[src/rtl/whc_pkg.sv]
// Shared types and constants of the windowed half-wave correlator.
`timescale 1ns / 1ps
`default_nettype none
package whc_pkg;

  localparam int SAMPLE_W   = 16;
  localparam int MAG_W      = 16;
  localparam int IDX_W      = 18;
  localparam int WAVE_CFG_W = 13;
  localparam int FREQ_W     = 15;
  localparam int FLEN_CFG_W = 21;
  localparam int CFG_DATA_W = 21;
  localparam int CFG_IDX_W  = 2;

  // Scale divisor of the result and the bits it needs.
  localparam int SCALE_DIV  = 1000000;
  localparam int SCALE_W    = 20;
  localparam int MIN_WAVE   = 4;

  localparam logic [CFG_IDX_W-1:0] REG_ONE_WAVE  = 2'd0;
  localparam logic [CFG_IDX_W-1:0] REG_FREQ_HZ   = 2'd1;
  localparam logic [CFG_IDX_W-1:0] REG_FRAME_LEN = 2'd2;

  localparam logic [WAVE_CFG_W-1:0] RST_ONE_WAVE  = 13'd441;
  localparam logic [FREQ_W-1:0]     RST_FREQ_HZ   = 15'd100;
  localparam logic [FLEN_CFG_W-1:0] RST_FRAME_LEN = 21'd1000;

  // Window queue between the accumulators and the scaling unit.
  localparam int QDEPTH = 4;
  localparam int QP_W   = 2;
  localparam int QC_W   = 3;

  typedef struct packed {
    logic signed [SAMPLE_W-1:0] sample;
    logic                       frame_start;
  } in_item_t;

  typedef struct packed {
    logic [MAG_W-1:0] magnitude;
    logic [IDX_W-1:0] window_index;
  } out_item_t;

  typedef struct packed {
    logic            empty;
    logic [QC_W-1:0] count;
  } q_stat_t;

endpackage
`default_nettype wire

[src/rtl/whc_fifo.sv]
// Short window queue between the front accumulators and the back scaling unit.
`timescale 1ns / 1ps
`default_nettype none
module whc_fifo #(
  parameter int DATA_W = 8
) (
  input  wire logic              clk_i,
  input  wire logic              rst_ni,
  input  wire logic              push_i,
  input  wire logic [DATA_W-1:0] push_data_i,
  input  wire logic              pop_i,
  output logic [DATA_W-1:0]      pop_data_o,
  output whc_pkg::q_stat_t       stat_o
);
  import whc_pkg::*;

  logic [DATA_W-1:0] mem_q [QDEPTH];
  logic [QP_W-1:0]   wr_ptr_q, rd_ptr_q;
  logic [QC_W-1:0]   count_q;

  always_ff @(posedge clk_i) begin
    if (push_i) begin
      mem_q[wr_ptr_q] <= push_data_i;
    end
  end

  always_ff @(posedge clk_i or negedge rst_ni) begin
    if (!rst_ni) begin
      wr_ptr_q <= '0;
      rd_ptr_q <= '0;
      count_q  <= '0;
    end else begin
      if (push_i) begin
        wr_ptr_q <= wr_ptr_q + QP_W'(1);
      end
      if (pop_i) begin
        rd_ptr_q <= rd_ptr_q + QP_W'(1);
      end
      if (push_i && !pop_i) begin
        count_q <= count_q + QC_W'(1);
      end else if (!push_i && pop_i) begin
        count_q <= count_q - QC_W'(1);
      end
    end
  end

  assign pop_data_o   = mem_q[rd_ptr_q];
  assign stat_o.empty = (count_q == '0);
  assign stat_o.count = count_q;

  a_no_overflow : assert property (@(posedge clk_i) disable iff (!rst_ni)
    push_i |-> (count_q < QC_W'(QDEPTH)))
    else $error("window queue written while full");

  a_no_underflow : assert property (@(posedge clk_i) disable iff (!rst_ni)
    pop_i |-> (count_q != '0))
    else $error("window queue read while empty");

endmodule
`default_nettype wire

[src/rtl/whc_front.sv]
// Front part: takes samples, keeps frame and window position, accumulates weighted sums.
`timescale 1ns / 1ps
`default_nettype none
module whc_front #(
  parameter int MAX_WAVE  = 4096,
  parameter int MAX_FRAME = 1048576,
  localparam int WV_W   = $clog2(MAX_WAVE + 1),
  localparam int FP_W   = $clog2(MAX_FRAME + 1),
  localparam int SUM_W  = 2 * $clog2(MAX_WAVE) + 19,
  localparam int DIFF_W = SUM_W + 1
) (
  input  wire logic                     clk_i,
  input  wire logic                     rst_ni,
  input  wire logic                     in_valid_i,
  output logic                          in_ready_o,
  input  wire whc_pkg::in_item_t        in_data_i,
  input  wire logic [WV_W-1:0]          wave_i,
  input  wire logic [FP_W-1:0]          flen_i,
  input  wire whc_pkg::q_stat_t         q_stat_i,
  output logic                          push_o,
  output logic [whc_pkg::IDX_W+DIFF_W-1:0] push_data_o
);
  import whc_pkg::*;

  localparam int PH_W = $clog2(MAX_WAVE);
  localparam int AW   = WV_W + 1;
  localparam int CW   = ((FP_W > WV_W) ? FP_W : WV_W) + 2;

  logic [FP_W-1:0]         frame_pos_q, frame_pos_d;
  logic [PH_W-1:0]         phase_q, phase_d;
  logic signed [SUM_W-1:0] s1_q, s1_d, s2_q, s2_d;
  logic [IDX_W-1:0]        wcount_q, wcount_d;
  logic                    fin_vld_q, fin_vld_d;
  logic signed [SUM_W-1:0] fin1_q, fin2_q;
  logic [IDX_W-1:0]        fin_idx_q;

  logic                    accept, fs, live, in_first, closing, emit_ok;
  logic [FP_W-1:0]         pos_cur;
  logic [PH_W-1:0]         phase_cur;
  logic signed [SUM_W-1:0] s1_cur, s2_cur, prodx;
  logic [IDX_W-1:0]        wcount_cur;
  logic [AW-1:0]           half, quarter, ph, p, weight, ph_inc;
  logic signed [16+AW:0]   prod;
  logic [CW-1:0]           start;
  logic [QC_W:0]           used;
  logic signed [DIFF_W-1:0] diff;

  assign used       = {1'b0, q_stat_i.count} + (QC_W + 1)'(fin_vld_q);
  assign in_ready_o = (used < (QC_W + 1)'(QDEPTH));
  assign accept     = in_valid_i && in_ready_o;
  assign fs         = in_data_i.frame_start;

  // A frame start restarts everything before this sample is counted.
  assign pos_cur    = fs ? '0 : frame_pos_q;
  assign phase_cur  = fs ? '0 : phase_q;
  assign s1_cur     = fs ? '0 : s1_q;
  assign s2_cur     = fs ? '0 : s2_q;
  assign wcount_cur = fs ? '0 : wcount_q;
  assign live       = (pos_cur < flen_i);

  assign half     = AW'(wave_i >> 1);
  assign quarter  = AW'(wave_i >> 2);
  assign ph       = AW'(phase_cur);
  assign in_first = (ph < half);
  assign p        = in_first ? ph : ph - half;
  assign ph_inc   = ph + AW'(1);
  assign closing  = (ph_inc >= (half << 1));

  always_comb begin
    priority if (p < quarter) begin
      weight = p;
    end else if (p < half) begin
      weight = half - p;
    end else begin
      weight = '0;
    end
  end

  assign prod  = in_data_i.sample * $signed({1'b0, weight});
  assign prodx = SUM_W'(prod);

  assign start   = (CW'(phase_cur) <= CW'(pos_cur)) ? CW'(pos_cur) - CW'(phase_cur) : '0;
  assign emit_ok = ((start + CW'(wave_i) + CW'(half)) < CW'(flen_i));

  always_comb begin
    frame_pos_d = frame_pos_q;
    phase_d     = phase_q;
    s1_d        = s1_q;
    s2_d        = s2_q;
    wcount_d    = wcount_q;
    fin_vld_d   = 1'b0;
    if (accept) begin
      frame_pos_d = pos_cur;
      phase_d     = phase_cur;
      s1_d        = s1_cur;
      s2_d        = s2_cur;
      wcount_d    = wcount_cur;
      if (live) begin
        frame_pos_d = pos_cur + FP_W'(1);
        if (closing) begin
          phase_d   = '0;
          s1_d      = '0;
          s2_d      = '0;
          wcount_d  = wcount_cur + IDX_W'(1);
          fin_vld_d = emit_ok;
        end else begin
          phase_d = ph_inc[PH_W-1:0];
          s1_d    = in_first ? s1_cur + prodx : s1_cur;
          s2_d    = in_first ? s2_cur : s2_cur + prodx;
        end
      end
    end
  end

  always_ff @(posedge clk_i or negedge rst_ni) begin
    if (!rst_ni) begin
      frame_pos_q <= '0;
      phase_q     <= '0;
      s1_q        <= '0;
      s2_q        <= '0;
      wcount_q    <= '0;
      fin_vld_q   <= 1'b0;
    end else begin
      frame_pos_q <= frame_pos_d;
      phase_q     <= phase_d;
      s1_q        <= s1_d;
      s2_q        <= s2_d;
      wcount_q    <= wcount_d;
      fin_vld_q   <= fin_vld_d;
    end
  end

  // Final sums of a closing window, including its last sample.
  always_ff @(posedge clk_i) begin
    if (fin_vld_d) begin
      fin1_q    <= in_first ? s1_cur + prodx : s1_cur;
      fin2_q    <= in_first ? s2_cur : s2_cur + prodx;
      fin_idx_q <= wcount_cur;
    end
  end

  assign diff        = DIFF_W'(fin1_q) - DIFF_W'(fin2_q);
  assign push_o      = fin_vld_q;
  assign push_data_o = {fin_idx_q, diff};

endmodule
`default_nettype wire

[src/rtl/whc_back.sv]
// Back part: scales one window difference by shift-add multiply and restoring division.
`timescale 1ns / 1ps
`default_nettype none
module whc_back #(
  parameter int MAX_WAVE = 4096,
  localparam int Q_W    = $clog2(MAX_WAVE / 4 + 1),
  localparam int SUM_W  = 2 * $clog2(MAX_WAVE) + 19,
  localparam int DIFF_W = SUM_W + 1
) (
  input  wire logic                         clk_i,
  input  wire logic                         rst_ni,
  input  wire logic [Q_W-1:0]               quarter_i,
  input  wire logic [whc_pkg::FREQ_W-1:0]   freq_i,
  input  wire whc_pkg::q_stat_t             q_stat_i,
  output logic                              pop_o,
  input  wire logic [whc_pkg::IDX_W+DIFF_W-1:0] pop_data_i,
  output logic                              out_valid_o,
  input  wire logic                         out_ready_i,
  output whc_pkg::out_item_t                out_data_o
);
  import whc_pkg::*;

  localparam int D_W   = Q_W + SCALE_W;
  localparam int P_W   = DIFF_W + FREQ_W;
  localparam int CM_W  = ((P_W > D_W + MAG_W) ? P_W : D_W + MAG_W);
  localparam int CNT_W = $clog2(MAG_W);

  localparam logic [2:0] ST_IDLE = 3'd0;
  localparam logic [2:0] ST_MUL  = 3'd1;
  localparam logic [2:0] ST_CHK  = 3'd2;
  localparam logic [2:0] ST_DIV  = 3'd3;
  localparam logic [2:0] ST_DONE = 3'd4;

  logic [2:0]        st_q, st_d;
  logic [P_W-1:0]    prod_q, mcand_q;
  logic [FREQ_W-1:0] fsh_q;
  logic [D_W-1:0]    div_q, rem_q;
  logic [MAG_W-1:0]  low_q;
  logic [CNT_W-1:0]  cnt_q;
  logic [IDX_W-1:0]  idx_q;
  logic              out_vld_q;
  out_item_t         out_q;

  logic signed [DIFF_W-1:0] diff;
  logic [DIFF_W-1:0]        ad;
  logic [P_W-1:0]           prod_hi;
  logic [D_W:0]             trial;
  logic                     take;
  logic                     load_out;
  logic                     sat;

  assign diff  = pop_data_i[DIFF_W-1:0];
  assign ad    = diff[DIFF_W-1] ? DIFF_W'(-diff) : DIFF_W'(diff);
  assign pop_o = (st_q == ST_IDLE) && !q_stat_i.empty;

  // The quotient fits in the result width unless the product reaches divisor * 2^16.
  assign sat     = (CM_W'(prod_q) >= (CM_W'(div_q) << MAG_W));
  assign prod_hi = prod_q >> MAG_W;
  assign trial   = {rem_q, low_q[MAG_W-1]};
  assign take    = (trial >= (D_W + 1)'(div_q));
  assign load_out = (st_q == ST_DONE) && (!out_vld_q || out_ready_i);

  always_comb begin
    st_d = st_q;
    unique case (st_q)
      ST_IDLE: if (pop_o) st_d = ST_MUL;
      ST_MUL:  if (fsh_q == '0) st_d = ST_CHK;
      ST_CHK:  st_d = sat ? ST_DONE : ST_DIV;
      ST_DIV:  if (cnt_q == CNT_W'(MAG_W - 1)) st_d = ST_DONE;
      ST_DONE: if (load_out) st_d = ST_IDLE;
      default: st_d = ST_IDLE;
    endcase
  end

  always_ff @(posedge clk_i or negedge rst_ni) begin
    if (!rst_ni) begin
      st_q      <= ST_IDLE;
      out_vld_q <= 1'b0;
    end else begin
      st_q <= st_d;
      if (load_out) begin
        out_vld_q <= 1'b1;
      end else if (out_ready_i) begin
        out_vld_q <= 1'b0;
      end
    end
  end

  always_ff @(posedge clk_i) begin
    unique case (st_q)
      ST_IDLE: begin
        if (pop_o) begin
          prod_q  <= '0;
          mcand_q <= P_W'(ad);
          fsh_q   <= freq_i;
          idx_q   <= pop_data_i[DIFF_W +: IDX_W];
          div_q   <= D_W'(quarter_i) * D_W'(SCALE_DIV);
        end
      end
      ST_MUL: begin
        if (fsh_q != '0) begin
          if (fsh_q[0]) begin
            prod_q <= prod_q + mcand_q;
          end
          mcand_q <= mcand_q << 1;
          fsh_q   <= fsh_q >> 1;
        end
      end
      ST_CHK: begin
        rem_q <= prod_hi[D_W-1:0];
        low_q <= sat ? '1 : prod_q[MAG_W-1:0];
        cnt_q <= '0;
      end
      ST_DIV: begin
        rem_q <= take ? D_W'(trial - (D_W + 1)'(div_q)) : trial[D_W-1:0];
        low_q <= {low_q[MAG_W-2:0], take};
        cnt_q <= cnt_q + CNT_W'(1);
      end
      ST_DONE: begin
        if (load_out) begin
          out_q.magnitude    <= low_q;
          out_q.window_index <= idx_q;
        end
      end
      default: begin
      end
    endcase
  end

  assign out_valid_o = out_vld_q;
  assign out_data_o  = out_q;

  a_rem_below_div : assert property (@(posedge clk_i) disable iff (!rst_ni)
    (st_q == ST_DIV) |-> (rem_q < div_q))
    else $error("division remainder not below divisor");

  a_pop_starts_mul : assert property (@(posedge clk_i) disable iff (!rst_ni)
    pop_o |=> (st_q == ST_MUL))
    else $error("window taken from queue without starting the multiply");

endmodule
`default_nettype wire

[src/rtl/windowed_halfwave_correlator.sv]
// Top level: configuration registers, front accumulators, window queue and scaling unit.
// Throughput: one sample per cycle into the accumulators while the window queue has room;
// each emitted window then holds the scaling unit through its multiply, check and division
// (no division if it saturates), and the unit takes no new window until it is done; a result is
// delayed further when the four-entry window queue holds earlier windows or the output stalls.
// Reset clears frame position, window phase, sums, window count and the queue;
// one_wave, freq_hz and frame_len return to 441, 100 and 1000.
`timescale 1ns / 1ps
`default_nettype none
module windowed_halfwave_correlator #(
  parameter int MAX_WAVE  = 4096,
  parameter int MAX_FRAME = 1048576
) (
  input  wire logic                            clk_i,
  input  wire logic                            rst_ni,
  input  wire logic                            in_valid_i,
  output logic                                 in_ready_o,
  input  wire whc_pkg::in_item_t               in_data_i,
  output logic                                 out_valid_o,
  input  wire logic                            out_ready_i,
  output whc_pkg::out_item_t                   out_data_o,
  input  wire logic                            cfg_valid_i,
  output logic                                 cfg_ready_o,
  input  wire logic [whc_pkg::CFG_IDX_W-1:0]   cfg_index_i,
  input  wire logic [whc_pkg::CFG_DATA_W-1:0]  cfg_data_i
);
  import whc_pkg::*;

  localparam int WV_W   = $clog2(MAX_WAVE + 1);
  localparam int FP_W   = $clog2(MAX_FRAME + 1);
  localparam int Q_W    = $clog2(MAX_WAVE / 4 + 1);
  localparam int SUM_W  = 2 * $clog2(MAX_WAVE) + 19;
  localparam int DIFF_W = SUM_W + 1;

  logic [WAVE_CFG_W-1:0] one_wave_q;
  logic [FREQ_W-1:0]     freq_hz_q;
  logic [FLEN_CFG_W-1:0] frame_len_q;

  logic [31:0]     wave32, flen32;
  logic [WV_W-1:0] eff_wave, wave_sh;
  logic [FP_W-1:0] eff_flen;
  logic [Q_W-1:0]  quarter;

  q_stat_t                  q_stat;
  logic                     push, pop;
  logic [IDX_W+DIFF_W-1:0]  push_data, pop_data;

  assign cfg_ready_o = 1'b1;

  always_ff @(posedge clk_i or negedge rst_ni) begin
    if (!rst_ni) begin
      one_wave_q  <= RST_ONE_WAVE;
      freq_hz_q   <= RST_FREQ_HZ;
      frame_len_q <= RST_FRAME_LEN;
    end else if (cfg_valid_i) begin
      unique case (cfg_index_i)
        REG_ONE_WAVE:  one_wave_q  <= cfg_data_i[WAVE_CFG_W-1:0];
        REG_FREQ_HZ:   freq_hz_q   <= cfg_data_i[FREQ_W-1:0];
        REG_FRAME_LEN: frame_len_q <= cfg_data_i[FLEN_CFG_W-1:0];
        default: begin
        end
      endcase
    end
  end

  // Clamp the period into the supported range and the frame length to its maximum.
  always_comb begin
    priority if (32'(one_wave_q) < 32'(MIN_WAVE)) begin
      wave32 = 32'(MIN_WAVE);
    end else if (32'(one_wave_q) > 32'(MAX_WAVE)) begin
      wave32 = 32'(MAX_WAVE);
    end else begin
      wave32 = 32'(one_wave_q);
    end
    flen32 = (32'(frame_len_q) > 32'(MAX_FRAME)) ? 32'(MAX_FRAME) : 32'(frame_len_q);
  end

  assign eff_wave = wave32[WV_W-1:0];
  assign eff_flen = flen32[FP_W-1:0];
  assign wave_sh  = eff_wave >> 2;
  assign quarter  = wave_sh[Q_W-1:0];

  whc_front #(
    .MAX_WAVE  (MAX_WAVE),
    .MAX_FRAME (MAX_FRAME)
  ) u_front (
    .clk_i       (clk_i),
    .rst_ni      (rst_ni),
    .in_valid_i  (in_valid_i),
    .in_ready_o  (in_ready_o),
    .in_data_i   (in_data_i),
    .wave_i      (eff_wave),
    .flen_i      (eff_flen),
    .q_stat_i    (q_stat),
    .push_o      (push),
    .push_data_o (push_data)
  );

  whc_fifo #(
    .DATA_W (IDX_W + DIFF_W)
  ) u_fifo (
    .clk_i       (clk_i),
    .rst_ni      (rst_ni),
    .push_i      (push),
    .push_data_i (push_data),
    .pop_i       (pop),
    .pop_data_o  (pop_data),
    .stat_o      (q_stat)
  );

  whc_back #(
    .MAX_WAVE (MAX_WAVE)
  ) u_back (
    .clk_i       (clk_i),
    .rst_ni      (rst_ni),
    .quarter_i   (quarter),
    .freq_i      (freq_hz_q),
    .q_stat_i    (q_stat),
    .pop_o       (pop),
    .pop_data_i  (pop_data),
    .out_valid_o (out_valid_o),
    .out_ready_i (out_ready_i),
    .out_data_o  (out_data_o)
  );

endmodule
`default_nettype wire
[config.mk]
export PLATFORM = sky130hd
export DESIGN_NAME = windowed_halfwave_correlator
export DESIGN_NICKNAME = d
export VERILOG_FILES = /design/src/rtl/whc_pkg.sv /design/src/rtl/whc_fifo.sv /design/src/rtl/whc_front.sv /design/src/rtl/whc_back.sv /design/src/rtl/windowed_halfwave_correlator.sv
export SDC_FILE = /design/constraint.sdc
export NUM_CORES = 2
export LEC_CHECK = 0
export ABC_AREA = 0
export BUFFER_PORTS_ARGS = -buffer_cell sky130_fd_sc_hd__buf_2
export CAP_MARGIN = 30
export CORE_MARGIN = 8
export CORE_UTILIZATION = 55
export DETAILED_ROUTE_END_ITERATION = 7
export HOLD_SLACK_MARGIN = 0.05
export MAX_ROUTING_LAYER = met4
export PLACE_DENSITY = 0.74
export SYNTH_ARGS = -nofsm -noshare
export SYNTH_HDL_FRONTEND = slang
export SYNTH_SLANG_ARGS = --single-unit
export TNS_END_PERCENT = 5
[constraint.sdc]
create_clock -name clk_i -period 14.65 [get_ports clk_i]
set_clock_uncertainty 0.2 [all_clocks]
set_input_delay 2.93 -clock clk_i [delete_from_list [all_inputs] [get_ports clk_i]]
set_output_delay 2.93 -clock clk_i [all_outputs]
set_load 0.01 [all_outputs]
# Word level (Yosys, flattened, before mapping)
# Memories as Yosys holds them, arrays and structs flattened.
# Index checks and enable logic that the tools add are counted.
# word_totals
latchBits	0
n_memories	1
ff_bits	563
rom_bits	0
out_inout_bits	37
ram_bits	248
# op_classes
n_addsub	20
magnitude_cmp	13
n_eq_ne	13
mux	54
n_div	0
n_bitwise	0
reduce_logical	27
shifts	0
mul	2
# mem_list
name	depth	word_bits	read_ports	rd_clocked_by_memory_dff	wr	line_no	text
u_fifo.mem_q	4	62	1	0	1	whc_fifo.sv:17	logic [DATA_W-1:0] mem_q [QDEPTH];
# ops
op	count
43-bit 2-to-1 mux	8
59-bit 2-to-1 mux	5
59-bit one-hot mux with 2 select lines	2
43-bit by 31-bit adder with 43-bit output	2
21-bit 2-to-1 mux	3
31-bit one-hot mux with 2 select lines	1
59-bit adder	1
59-bit by 47-bit greater-or-equal comparator with 1-bit output	1
18-bit 2-to-1 mux	3
44-bit 2-to-1 mux	1
44-bit negator	1
43-bit by 43-bit subtractor with 44-bit output	1
14-bit 2-to-1 mux	3
12-bit 2-to-1 mux	3
32-bit by 31-bit greater-or-equal comparator with 1-bit output	1
16-bit one-hot mux with 2 select lines	1
16-bit by 15-bit multiplier with 31-bit output	1
31-bit 2-to-1 mux	1
31-bit subtractor	1
15-bit 2-to-1 mux	2
15-bit one-hot mux with 2 select lines	1
13-bit 2-to-1 mux	2
11-bit by 14-bit multiplier with 25-bit output (second input constant)	1
23-bit by 12-bit adder with 23-bit output	1
other kinds (48)	82

# Longest topological paths before layout
# logic_depth
ltp_word	13
mapped_depth	65
ltp_nobuf	62

# By module
# A second synthesis with hierarchy kept.
# unflattened
hier_cells	5910
area_unflattened_um2	60937.2
# by_module_without_submodules
module	n_inst	area_per_inst_um2	cells_per_inst	seq_area_each_um2
whc_front	1	31008.5	3561	6576.3
whc_back	1	18387.6	1842	7937.6
whc_fifo	1	9407.8	357	7622.3
windowed_halfwave_correlator	1	2133.3	150	1244.9

# Least setup slack after synthesis
# OpenSTA, ideal clock, no wires.
# synth_timing
path_type	in2reg
startpoint	input port in_data_i[0] (netlist name)
endpoint	register u_front.s2_q[42]
slack_ps	-2814
arrival_time_ps	17144
stages	57
n_path_buf	4
required_time_ps	14330
cell_sequence	inv_2 buf_1 nand2_1 inv_1 ha_1 nand2_1 nor2_1 a211oi_2 o21ai_2 a211o_2 a31oi_4 clkbuf_1 nor2_1 xnor2_1 inv_1 ha_1 a21o_1 a21o_1 [... 21 more ...] clkbuf_1 a21oi_1 o21ai_0 o31ai_1 a21oi_1 o21ai_0 nand2b_1 xnor2_1 ha_1 a21oi_1 nor2_1 or3_1 o32ai_1 a21oi_1 a311oi_1 xnor2_1 a22o_1 a31o_2
# synth_via
elab_chain_len	11
word_cells_on_any_way	19
cone_classes	add/sub: 4; mul: 1; order compare: 5; mux: 9
# synth_lines
element	line_no	text
start: declaration	windowed_halfwave_correlator.sv:18	input wire whc_pkg::in_item_t in_data_i,
12-bit 2-to-1 mux	whc_front.sv:55	assign phase_cur = fs ? '0 : phase_q;
12-bit by 12-bit subtractor with 13-bit output / 12-bit less-than comparator (equally long branches)	whc_front.sv:65, whc_front.sv:64	
14-bit 2-to-1 mux	whc_front.sv:65	assign p = in_first ? ph : ph - half;
12-bit by 14-bit subtractor with 14-bit output / 14-bit by 12-bit less-than comparator with 1-bit output (equally long branches)	whc_front.sv:73, whc_front.sv:72	
14-bit 2-to-1 mux	whc_front.sv:72	end else if (p < half) begin
14-bit 2-to-1 mux	whc_front.sv:70	priority if (p < quarter) begin
16-bit by 15-bit multiplier with 31-bit output	whc_front.sv:79	assign prod = in_data_i.sample * $signed({1'b0, weight});
43-bit by 31-bit adder with 43-bit output	whc_front.sv:109	s2_d = in_first ? s2_cur : s2_cur + prodx;
43-bit 2-to-1 mux	whc_front.sv:109	
43-bit 2-to-1 mux	whc_front.sv:100	if (closing) begin
43-bit 2-to-1 mux (*)	whc_front.sv:98	if (live) begin
end signal: assignment	whc_front.sv:120	s2_q <= '0;
end signal: assignment	whc_front.sv:127	s2_q <= s2_d;
end: declaration	whc_front.sv:31	logic signed [SUM_W-1:0] s1_q, s1_d, s2_q, s2_d;
# Mark *: on every way between the ends. The rest lies on a longest branch, timed or not.
# A chain may end at the register's enable or synchronous reset.

# Worst setup path after layout
# layout_timing
startpoint	input port in_data_i[0] (netlist name)
endpoint	register u_front.fin2_q[37], data pin
# layout_via
elab_chain_len	9
word_cells_on_any_way	13
cone_classes	add/sub: 3; mul: 1; order compare: 3; mux: 6
# layout_lines
element	line_no	text
12-bit 2-to-1 mux	whc_front.sv:55	
12-bit by 12-bit subtractor with 13-bit output / 12-bit less-than comparator (equally long branches)	whc_front.sv:65, whc_front.sv:64	
14-bit 2-to-1 mux	whc_front.sv:65	
12-bit by 14-bit subtractor with 14-bit output / 14-bit by 12-bit less-than comparator with 1-bit output (equally long branches)	whc_front.sv:73, whc_front.sv:72	
14-bit 2-to-1 mux	whc_front.sv:72	
14-bit 2-to-1 mux	whc_front.sv:70	
16-bit by 15-bit multiplier with 31-bit output	whc_front.sv:79	
43-bit by 31-bit adder with 43-bit output	whc_front.sv:137	fin2_q <= in_first ? s2_cur : s2_cur + prodx;
43-bit 2-to-1 mux (*)	whc_front.sv:137	
end signal: assignment	whc_front.sv:137	
end: declaration	whc_front.sv:34	logic signed [SUM_W-1:0] fin1_q, fin2_q;
# Marked as above.

==> load_flow_metrics.sql <==
INSERT INTO impl_metrics (metric_group, metric, value, unit) VALUES
('setup_path', 'rr_endpoint', 'u_front.fin2_q[40]', ''),
('synthesis', 'synth.lib_cells_used.distinct', '100', ''),
('cells_and_area', 'drive_above_1_share', '17.7', '%'),
('run', 'drv_cap', '0', ''),
('worst_hold_path', 'timing.hold.worst.class', 'flop to flop', ''),
('setup_path', 'worst-endpoint-arrival', '14.49', 'ns'),
('routing', 'drt_wl_total', '149000', 'um'),
('setup_path', 'timing.critical_path.slowest_cell_delay', '0.55', 'ns'),
('clocking', 'cts_tree', 'done', ''),
('floorplan', 'die-area', '0.120', 'mm2'),
('synthesis', 'prevailing_post_synth_register_cell', 'sky130_fd_sc_hd__edfxtp_1', ''),
('setup_path', 'slowest_stage', 'sky130_fd_sc_hd__fa_1', ''),
('synthesis', 'synthCells', '5775', ''),
('setup_path', 'rr_worst_depth', '62', ''),
('cells_and_area', 'diodes', '0', ''),
('clocking', 'h-tree-depth', '3', ''),
('synthesis', 'synthesis.area_per_instance', '10.4', 'um2'),
('clocking', 'tritoncts.num_buffers', '84', ''),
('clocking', 'ctsRootBufferMaster', 'sky130_fd_sc_hd__clkbuf_16', ''),
('worst_hold_path', 'whs_path_depth', '0', ''),
('clocking', 'clock_sinks', '811', ''),
('floorplan', 'start_util', '55.4', '%'),
('floorplan', 'floorplan.rows', '121', ''),
('routing', 'detailed_routing_iteration_count_for_the_pre_antenna_repair_pass', '6', ''),
('synthesis', 'post-synth-top-count-cell', 'sky130_fd_sc_hd__edfxtp_1', ''),
('worst_hold_path', 'hold_end', 'u_back.out_data_o[3]', ''),
('synthesis', 'synth-seq-area-share', '38.8', '%'),
('synthesis', 'ys_top_cells_by_area', 'sky130_fd_sc_hd__edfxtp_1, sky130_fd_sc_hd__ha_1, sky130_fd_sc_hd__fa_1', ''),
('timing', 'tightest_slew', '0.989', 'ns'),
('setup_path', 'cpMostUsedCell', 'sky130_fd_sc_hd__buf_4', ''),
('global_routing', 'grt_max_degree', '107', ''),
('synthesis', 'synth_area', '0.0603', 'mm2'),
('global_routing', 'grt_first_pass_wirelength', '238000', 'um'),
('floorplan', 'fp.coreArea', '0.109', 'mm2'),
('global_routing', 'grt_util_all_layers', '24.8', '%'),
('floorplan', 'io-pin-count', '82', ''),
('synthesis', 'synthTopCellsByCount', 'sky130_fd_sc_hd__edfxtp_1, sky130_fd_sc_hd__nand2_1, sky130_fd_sc_hd__inv_1, sky130_fd_sc_hd__ha_1, sky130_fd_sc_hd__o21ai_0', ''),
('synthesis', 'fraction_of_registers_with_async_set_or_reset_after_synthesis', '24.4', '%'),
('timing', 'max_clock_freq', '69.9', 'MHz'),
('floorplan', 'horiz_die_dim', '347', 'um'),
('cells_and_area', 'finish.net_count', '7111', ''),
('timing', 'final_hold_viol_count', '0', ''),
('setup_path', 'path_max_fanout', '9', ''),
('timing', 'setup_viol_count_final', '0', ''),
('floorplan', 'vertical_die_dimension', '347', 'um'),
('setup_path', 'worst_ep_required_time', '14.84', 'ns'),
('timing', 'min_period', '14.30', 'ns'),
('timing', 'grt_setup_unrepaired', 'yes', ''),
('clocking', 'worst_skew_pair.late_latency', '0.65', 'ns'),
('placed_design', 'port-buffer-count', '80', ''),
('timing', 'max_slew_margin', '33.8', '%'),
('synthesis', 'yosys_register_bits', '811', ''),
('routing', 'detail_route.vias_per_cell', '5.77', ''),
('placed_design', 'dpl.hpwl', '112000', 'um'),
('timing', 'post_route_clock_period_utilization', '97.6', '%'),
('global_routing', 'first_global_vias', '44900', ''),
('synthesis', 'yosysWarnings', '0', ''),
('clocking', 'worst_setup_hold_path_clk_slew', '0.07', 'ns'),
('routing', 'post-route-drc-count', '0', ''),
('routing', 'post_drt_wl_per_cell', '19.2', 'um'),
('run_status', 'status', 'completed', ''),
('setup_path', 'reg2reg_launch_point', 'one_wave_q[6]', ''),
('global_routing', 'grt_antenna_before_repair', '0', ''),
('synthesis', 'number_of_flops_mapped_to_enable_cells_by_yosys', '613', ''),
('cells_and_area', 'utilization', '64.3', '%'),
('placed_design', 'gp_routability_congestion', '0.938', ''),
('cells_and_area', 'fillerInstances', '8417', ''),
('setup_path', 'crit_path_end_kind', 'flop', ''),
('setup_path', 'worst-setup-path-type', 'primary input to flop', ''),
('setup_path', 'critical_path_source_type', 'primary input', ''),
('synthesis', 'synth_largest_type_area_fraction', '30.5', '%');
-- layer usage --
metal  wire, um  vias to the layer above  global-route usage, %
met3       8400                      205                   3.26
met4       3160                        0                   5.45
li1           -                    21400                      -
met5          0                        -                      -
met2      69600                     1228                   39.4
met1      68400                    22100                   34.2
-- placed cells by master, fill, tap and decap left out, drive strengths merged, types with 61 or more instances in the layout --
master	Yosys	routed
inv	530	539
nand3	90	90
a22o	80	80
and2	134	134
mux4	61	61
a21o	204	204
xnor2	259	259
dfrtp	183	183
buf	39	614
mux2	79	79
clkbuf	159	111
nand2	593	593
nor2	252	252
nor2b	202	202
a21oi	289	289
ha	509	509
o21ai	312	312
xor2	144	144
edfxtp	613	613
fa	262	262
-- registers in the layout (all words and copies together), names as in the netlist, 18 cells and up --
| register | flops |
|---|---|
| u_front.fin1_q | 43 |
| u_fifo.mem_q | 248 |
| u_back.prod_q | 59 |
| u_front.s1_q | 43 |
| u_back.mcand_q | 59 |
| frame_len_q | 21 |
| u_front.fin2_q | 43 |
| u_back.div_q | 25 |
| u_back.rem_q | 31 |
| u_front.frame_pos_q | 21 |
| u_front.s2_q | 43 |
| u_front.fin_idx_q | 18 |
| u_front.wcount_q | 18 |
| u_back.out_data_o | 34 |
| u_back.idx_q | 18 |
-- cell families (layout without fill, tap and decap cells) --
| kind of cell | after synthesis | count (layout) | synth area share, % |
|---|---|---|---|
| compound gates | 1259 | 1259 | 13.6 |
| xor+xnor | 408 | 408 | 6.04 |
| fa+ha+maj | 774 | 774 | 19.3 |
| buf+inv | 731 | 1304 | 4.61 |
| flops | 811 | 811 | 38.8 |
| mux | 181 | 181 | 4.46 |
| other cells | 2 | 19 | 0.0125 |
| simple gates | 1609 | 1609 | 13.1 |
-- layout make-up --
cell class              count  area [um2]  area share [%]
multi-input cells        4250       35300            50.5
flip-flops and latches    811       23400            33.4
repair buffers            615        4670            6.68
clock buffers             110        2310            3.31
inverters                 533        2030            2.90
well taps                1414        1770            2.53
clock inverters            46         474           0.678
-- how the worst max path moves through the flow --
stage	from	end	cells past startpoint
finish	in_data_i[0]	u_front.fin2_q[37]	57
global route	in_data_i[0]	u_front.fin1_q[39]	60
CTS	in_data_i[0]	u_front.fin2_q[40]	65
detailed placement	in_data_i[0]	u_front.fin2_q[42]	58
global placement	in_data_i[0]	u_front.fin2_q[40]	58
floorplan	in_data_i[0]	u_front.fin2_q[40]	52
-- what timing repair did --
item / CTS / global route
endpoints found under the setup margin: 38 / 69
buffers inserted: 3 / 35
pin swaps: 6 / 65
resized for setup: 14 / 135
-- critical path, delay by kind of cell --
family,cells,cell delay [ns]
compound gates,19,3.81
xor+xnor,1,0.15
fa+ha+maj,10,4.19
buf+inv,15,1.73
mux,1,0.26
simple gates,11,1.41
-- metrics by stage --
step                std cells  setup slack [ns]  TNS [ns]  cell area (um2)  hold WS (ns)
floorplan                5792            -0.156     -1.28            60800         0.200
global placement         7577            -0.615    -23.82            66000         0.202
detailed placement       7583            -0.965    -47.61            66100         0.205
CTS                      7742            0.0432         0            69000         0.210
global route             7779            -0.207     -2.97            69900         0.219
finish                   7779             0.348         0            69900         0.214
Power is not shown: default switching activity piles up to over one toggle a cycle in this logic, so the estimate is an artifact.
